## src/rtl/core/sosf_pkg.sv

```systemverilog
// Shared types, constants and codes for the sum-of-sinusoids fading generator.
// Depends on nothing; every other file in rtl/core imports it.
`default_nettype none

package sosf_pkg;

    localparam int MAX_PATHS = 16;
    localparam int LUT_BITS  = 16;

    localparam int ANGLE_W  = 16;
    localparam int IDX_W    = 4;
    localparam int TIME_W   = 32;
    localparam int STEP_W   = 32;
    localparam int COUNT_W  = 5;
    localparam int GAIN_W   = 16;
    localparam int FADE_W   = 18;
    localparam int WORD_W   = 16;
    localparam int CFG_IDX_W  = 2;
    localparam int CFG_DATA_W = 32;

    localparam int ROM_SIZE = 1 << LUT_BITS;
    localparam int QROM_SIZE = ROM_SIZE / 4 + 1;
    localparam int QJ_W = LUT_BITS - 1;
    localparam int PATH_AW = (MAX_PATHS > 1) ? $clog2(MAX_PATHS) : 1;
    localparam int PCNT_W = $clog2(MAX_PATHS + 1);
    localparam int SUM_W = WORD_W + $clog2(MAX_PATHS);
    localparam int ENTRY_W = 3 * ANGLE_W;

    localparam logic [63:0] TWO_PI_Q30 = 64'd6746518852;
    localparam logic [ANGLE_W-1:0] QUARTER_TURN = 16'd16384;

    localparam logic [STEP_W-1:0]  DOPPLER_RST = '0;
    localparam logic [COUNT_W-1:0] PATHS_RST   = 5'd8;
    localparam logic [GAIN_W-1:0]  GAIN_RST    = 16'd11585;

    localparam logic [CFG_IDX_W-1:0] REG_DOPPLER = 2'd0;
    localparam logic [CFG_IDX_W-1:0] REG_PATHS   = 2'd1;
    localparam logic [CFG_IDX_W-1:0] REG_GAIN    = 2'd2;

    localparam logic KIND_LOAD   = 1'b0;
    localparam logic KIND_SAMPLE = 1'b1;

    typedef logic signed [WORD_W-1:0] rom_word_t;
    typedef logic [LUT_BITS-1:0]      lut_idx_t;
    typedef logic signed [FADE_W-1:0] fade_t;
    typedef logic signed [SUM_W-1:0]  sum_t;

    localparam fade_t FADE_MAX = 18'sh1FFFF;
    localparam fade_t FADE_MIN = -18'sh20000;

    typedef struct packed {
        logic            neg;
        logic [QJ_W-1:0] j;
    } rom_addr_t;

    typedef enum logic [2:0] {
        ST_IDLE,
        ST_RUN,
        ST_DRAIN,
        ST_SCALE,
        ST_HOLD
    } sosf_state_t;

endpackage

`default_nettype wire

```

## src/rtl/core/sosf_scale.sv

```systemverilog
// Output scaler: registered gain multiply, then round and saturate to Q2.15.
// Depends on sosf_pkg.
`default_nettype none

module sosf_scale import sosf_pkg::*;
(
    input  wire              clk,
    input  sum_t             sum,
    input  wire [GAIN_W-1:0] gain,
    output fade_t            fade
);

    localparam int PROD_W = SUM_W + GAIN_W + 1;
    localparam logic signed [PROD_W:0] SAT_HI = (PROD_W+1)'(FADE_MAX);
    localparam logic signed [PROD_W:0] SAT_LO = (PROD_W+1)'(FADE_MIN);
    localparam logic signed [PROD_W:0] ROUND_HALF = (PROD_W+1)'(8192);

    logic signed [PROD_W-1:0] prod_full;
    logic signed [PROD_W-1:0] prod_reg;
    logic signed [PROD_W:0]   rounded;
    logic signed [PROD_W:0]   shifted;

    assign prod_full = sum * $signed({1'b0, gain});

    always_ff @(posedge clk)
    begin
        prod_reg <= prod_full;
    end

    assign rounded = $signed({prod_reg[PROD_W-1], prod_reg}) + ROUND_HALF;
    assign shifted = rounded >>> 14;

    always_comb
    begin
        if (shifted > SAT_HI)
            fade = FADE_MAX;
        else if (shifted < SAT_LO)
            fade = FADE_MIN;
        else
            fade = fade_t'(shifted[FADE_W-1:0]);
    end

endmodule

`default_nettype wire

```

## config.mk

```make
export PLATFORM = sky130hd
export DESIGN_NAME = sosf_scale
export DESIGN_NICKNAME = d
export VERILOG_FILES = /design/src/rtl/core/sosf_pkg.sv /design/src/rtl/core/sosf_scale.sv
export SDC_FILE = /design/constraint.sdc
export NUM_CORES = 1
export LEC_CHECK = 0
export ABC_CLOCK_PERIOD_IN_PS = 10900
export BUFFER_PORTS_ARGS = -buffer_cell sky130_fd_sc_hd__buf_2
export CELL_PAD_IN_SITES_DETAIL_PLACEMENT = 1
export CELL_PAD_IN_SITES_GLOBAL_PLACEMENT = 1
export CORE_MARGIN = 2
export CORE_UTILIZATION = 40
export DETAILED_ROUTE_END_ITERATION = 10
export PLACE_DENSITY = 0.69
export SETUP_SLACK_MARGIN = 0.3
export SLEW_MARGIN = 15
export SYNTH_ARGS = -nofsm -noshare
export SYNTH_HDL_FRONTEND = slang
export SYNTH_SLANG_ARGS = --single-unit
```

## constraint.sdc

```tcl
create_clock -name clk -period 10.9 [get_ports clk]
set_input_delay 2.725 -clock clk [delete_from_list [all_inputs] [get_ports clk]]
set_output_delay 2.725 -clock clk [all_outputs]
set_load 0.005 [all_outputs]
```

==> summary.md, run 1 <==
| Metric | Value |
|---|---|
| Clock transition at path regs | 0.06 ns |
| Die width | approximately 180 um |
| Post-DR wirelength/cell | about 17 um |
| Layout Area Growth over Synthesis | 5.02% |
| Largest net degree at the start of global routing | 21 |
| Seq/Total Area, Yosys | around 3.7% |
| Clock sink count | 24 |
| DR DRC count | 0 |
| GP Congestion | ~0.83 |
| Final Max Tran Viols | 0 |
| Critical path arrival | between 8 and 9 ns |
| Crit-path max FO | 20 |
| Synth warnings | 0 |
| Mapped Nets | about 1900 |
| Initial antenna violation count | 0 |
| Status | finished, final reports clean |
| Largest register FFs | 24 |
| Synthesis-stage register bit count | 24 |
| Hold crit path type | register to output pin |
| CTS root buf | clkbuf_16 |
| Post_cts resized | 0 |
| Hold buffer count at CTS | 0 |
| Unrepaired setup endpoints after global routing | no |
| Post-synth EDFFs | 0 |
| Setup crit start | gain[2] |
| Worst-margin pin slew | between 0.7 and 0.8 ns |
| Fin crit period | ~8.6 ns |
| Die height | 184 um |
| Cell mode on critical path | fa_1 |
| Post-Syn Instances | 1429 |
| Crit-path cells | buf_2, nand2_1, fa_1, fa_1, inv_1, fa_1, inv_1, fa_1, fa_1, fa_1, inv_1, ha_1, nand4_1, or2_1, nand2b_4, o32ai_4, a21oi_4, o21bai_2, xor2_1 |
| Final wirelength | 31400 um |
| Port bufs | 54 |
| Final setup fails | 0 |
| DR vias | between 9000 and 10000 |
| Nets@finish | ~1900 |
| Drt first pass iters | 4 |
| DIE AREA | 33700 sq um |
| Unique cell type count in the Yosys netlist | 66 |
| GRT Overall Usage | 20.3% |
| Yosys top cell area share | 49.5% |
| Crit path buffers/inverters | 4 |
| Worst EP required | about 11 ns |
| CTS H-tree lvls | 1 |
| Rel. slew slack | between 40% and 50% |
| Post-synth top area cell | fa_1 |
| GR Overflow Total | 0 |
| Mean post-synth cell area | 9.03 sq um |
| CP peak stage delay | around 0.7 ns |
| Top cells by area, synth | fa_1 49%, inv_1 12%, ha_1 8.9%, and2_1 6.3%, nand2_1 6.1% |
| IO Pins | between 50 and 60 |
| Ys async rst share | 0% |
| Initial Utilization | 40.8% |
| Maximum buffer depth of the clock tree | 2 |
| CTS Buf Count | 3 |
| Site Rows | 65 |
| Post-CTS Setup Bufs | 0 |
| Synthesized cell area | approximately 13000 sq um |
| Slowest-stage cell, CP | fa_1 |
| Maxcap violations | 0 |
| Worst hold start | prod_reg[36] |
| CP delay by family, top | adder cells |
| F_max | around 120 MHz |
| Layout cells sized above 1 | between 7 and 8% |
| ANT nets after route | 0 |
| Core area | 31600 sq um |
| Fin crit share | roughly four fifths |
| Most used DFF post-synth | dfxtp_1 |
| Final Hold Vio Count | 0 |
| Initial DRC count | roughly 270 |
| Dpl hpwl | between 20000 and 30000 um |
| Detailed-route vias per instance | 4.95 |
| Ant diodes | 0 |
| Crit. End Element | register |
| Worst Setup Start Kind | input pin |
| Setup_tns | 0 ns |
| Vias in the first global route | ~11000 |
| First-pass GRT wire length | 53500 um |
| Class of the most critical setup path | input pin to register |
| CTS tree | done |
[routing by layer]
layer / up-vias / track usage, % / wire (um)
li1: 4112 / - / -
met1: 4792 / 21.4 / 11400
met2: 114 / 42.0 / 18200
met3: 54 / 1.51 / 697
met4: 0 / 6.14 / 1150
met5: - / 0 / 0
[area by class of cell]
| type | count | area, sq um |
|---|---|---|
| Multi-Input combinational cell | 948 | 10700 |
| Sequential cell | 24 | 480 |
| Fill cell | 3720 | 18100 |
| Clock buffer | 3 | 75.1 |
| Clock inverter | 1 | 30.0 |
| Timing Repair Buffer | 54 | 270 |
| Inverter | 401 | 1510 |
| Tap cell | 402 | 503 |
[synth_stat cells, types with 2 or more instances]
library cell	instances
a211oi_1	4
clkbuf_1	52
nor2_2	2
inv_1	401
nand2_1	209
fa_1	319
a211oi_2	2
o21ai_2	10
o21bai_1	2
xor2_1	19
nor2b_1	2
and3_1	11
a21oi_1	16
a21o_1	5
ha_1	92
nand4_1	5
nor2_1	18
o31ai_4	3
o21ai_0	11
dfxtp_1	24
xnor2_1	25
nor3_1	2
and2_1	130
a21oi_2	8
buf_6	2
nand3_1	15
[placed cells by master (no fill, tap or decap), types with 3 or more instances in the layout]
cell type / count
xnor2_1: 25
and3_1: 11
a211oi_1: 4
clkbuf_16: 3
nand3_1: 15
nand4_1: 5
o21ai_0: 11
dfxtp_1: 24
a21oi_2: 8
a21oi_1: 16
and2_1: 130
ha_1: 92
buf_2: 54
fa_1: 319
nor2_1: 18
nand2_1: 209
o31ai_4: 3
inv_1: 401
o21ai_2: 10
a21o_1: 5
xor2_1: 19
[stage by stage]
stage	util (%)	cell area [sq um]	std cells	hold slack, ns	setup WS (ns)
after floorplan	-	12900	1429	3.16	2.50
after global placement	42.5	13500	1829	3.31	2.08
after detailed placement	42.5	13500	1829	3.29	1.96
after CTS	42.9	13600	1833	3.57	2.22
after global routing	42.9	13600	1833	3.60	1.79
final	42.9	13600	1833	3.55	2.26
[logic make-up (layout without fill, tap and decap cells)]
group	Yosys count	count (layout)	share of synthesized area, %
AO/OA/AOI/OAI	82	82	5.68
XOR/XNOR	44	44	2.99
adder cells (fa/ha/maj)	411	411	58.4
buffers and inverters	457	459	13.4
flip-flops	24	24	3.72
multiplexers	1	1	0.0775
AND/OR/NAND/NOR	410	410	15.7
[worst paths after layout]
| path | end | slack (ns) | depth (start not counted) |
|---|---|---|---|
| worst min-delay path | fade[17] | 3.55 | 2 |
| worst max-delay path | prod_reg[35] | 2.26 | 19 |
Power of run 1 is not shown: default switching activity piles up to over one toggle a cycle in this logic, so the estimate is an artifact.
==> run 2, diff against run 1 <==
ABC_CLOCK_PERIOD_IN_PS = 8900   (was 10900)
clock period = 8.9 ns   (was 10.9 ns; I/O delays follow)
==> summary.md, run 2 (synthesized netlist as in run 1, its figures left out) <==
| Metric | Value |
|---|---|
| Status | finished, final reports clean |
| Worst slack, placed | between 0.5 and 0.6 ns |
| Worst EP required | 9.09 ns |
| Initial Utilization | between 40% and 50% |
| Fin crit period | a little over 8 ns |
| Crit-path max FO | 20 |
| Maxcap violations | 0 |
| Unrepaired setup endpoints after global routing | no |
| Rel. slew slack | 46.4% |
| Setup_tns | 0 ns |
| IO Pins | between 50 and 60 |
| DR vias | between 9000 and 10000 |
| Cell mode on critical path | fa_1 |
| Largest net degree at the start of global routing | 21 |
| GRT Overall Usage | 20.5% |
| Final setup fails | 0 |
| Worst-margin pin slew | between 0.8 and 0.9 ns |
| GP Congestion | 0.862 |
| Ant diodes | 0 |
| Worst hold start | prod_reg[36] |
| Class of the most critical setup path | input pin to register |
| Initial antenna violation count | 0 |
| Worst Setup Start Kind | input pin |
| Maximum buffer depth of the clock tree | 2 |
| Dpl hpwl | between 20000 and 30000 um |
| CTS H-tree lvls | 1 |
| CP delay by family, top | adder cells |
| Final Max Tran Viols | 0 |
| Final Hold Vio Count | 0 |
| Post-DR wirelength/cell | around 17 um |
| Slowest-stage cell, CP | fa_1 |
| CTS tree | done |
| Nets@finish | between 1500 and 2000 |
| Drt first pass iters | 4 |
| Hold buffer count at CTS | 0 |
| Post_cts resized | 0 |
| ANT nets after route | 0 |
| First-pass GRT wire length | between 50000 and 60000 um |
| Worst Hold End | fade[17] |
| Crit. End Element | register |
| Crit-path cells | buf_2, nand2_1, fa_1, fa_1, inv_1, fa_1, inv_1, fa_1, fa_1, fa_1, inv_1, ha_1, nand4_1, or2_1, nand2b_4, o32ai_4, a21oi_4, o21bai_2, xor2_1 |
| Post-CTS Setup Bufs | 0 |
| Crit path buffers/inverters | 4 |
| CP peak stage delay | between 0.6 and 0.7 ns |
| Hold crit path type | register to output pin |
| F_max | roughly 120 MHz |
| Initial DRC count | 227 |
| GR Overflow Total | 0 |
| Fin crit share | 90.8% |
| Die height | around 180 um |
| Clock transition at path regs | 0.06 ns |
| Vias in the first global route | 10900 |
| Most common cell after layout, fill and taps aside | inv_1 |
| Hold path depth | 2 |
| Most frequent cells in the layout | 401 x inv_1, 319 x fa_1, 209 x nand2_1 |
| CTS Buf Count | 3 |
| DIE AREA | between 30000 and 40000 sq um |
| Site Rows | between 60 and 70 |
| CTS root buf | clkbuf_16 |
| Fin worst setup slack | between 0.8 and 0.9 ns |
| Layout Area Growth over Synthesis | 5.13% |
| Critical path arrival | between 8 and 9 ns |
| Detailed-route vias per instance | ~4.9 |
| DR DRC count | 0 |
| Final wirelength | ~32000 um |
| Clock sink count | 24 |
| Largest register FFs | 24 |
| Port bufs | 54 |
| Layout cells sized above 1 | between 7 and 8% |
| Die width | 184 um |
| Core area | 31600 sq um |
==> run 2: cell types whose count changed in the layout (fill, tap and decap cells not counted) <==
cell	change
buf_4	+4
clkbuf_8	+1
bufinv_16	-1
==> run 2: final cells by class <==
cell class | instances | area [sq um]
clock buffer | 4 | 88.8
sequential | 24 | 480
multi-input combinational | 948 | 10700
inverter | 401 | 1510
tap | 402 | 503
timing repair buffer | 58 | 300
fill | 3695 | 18100
==> run 2: worst max-delay path by stage <==
| stage | from | endpoint | slack, ns | cells past startpoint |
|---|---|---|---|---|
| 3_3_place_gp | gain[4] | prod_reg[32] | 0.70 | 18 |
| 6_report | gain[4] | prod_reg[35] | 0.82 | 19 |
| 3_5_place_dp | gain[6] | prod_reg[35] | 0.54 | 20 |
| 2_1_floorplan | gain[3] | prod_reg[32] | 1.0 | 19 |
| 4_1_cts | gain[6] | prod_reg[35] | 0.80 | 20 |
| 5_1_grt | gain[4] | prod_reg[35] | 0.48 | 19 |
==> run 2: metrics by stage <==
| stage | util [%] | hold slack (ns) | instance area (sq um) | cells |
|---|---|---|---|---|
| after global routing | 42.9 | 3.15 | 13600 | 1837 |
| after CTS | 42.9 | 3.11 | 13600 | 1837 |
| after detailed placement | 42.6 | 2.82 | 13500 | 1833 |
| after global placement | 42.6 | 2.81 | 13500 | 1833 |
| final | 42.9 | 3.09 | 13600 | 1837 |
| after floorplan | - | 2.66 | 12900 | 1429 |
==> run 2: routing by layer <==
metal  routed length, um  share of wire (%)  track usage (%)  vias to the layer above
li1                    -                  -                -                     4123
met1               11800                 38             22.4                     4803
met2               18100                 57             42.1                      121
met3                 628                2.0             1.37                       46
met4                 992                3.1             5.47                        0
met5                   0                  0                0                        -
Power of run 2 is left out for the same reason.
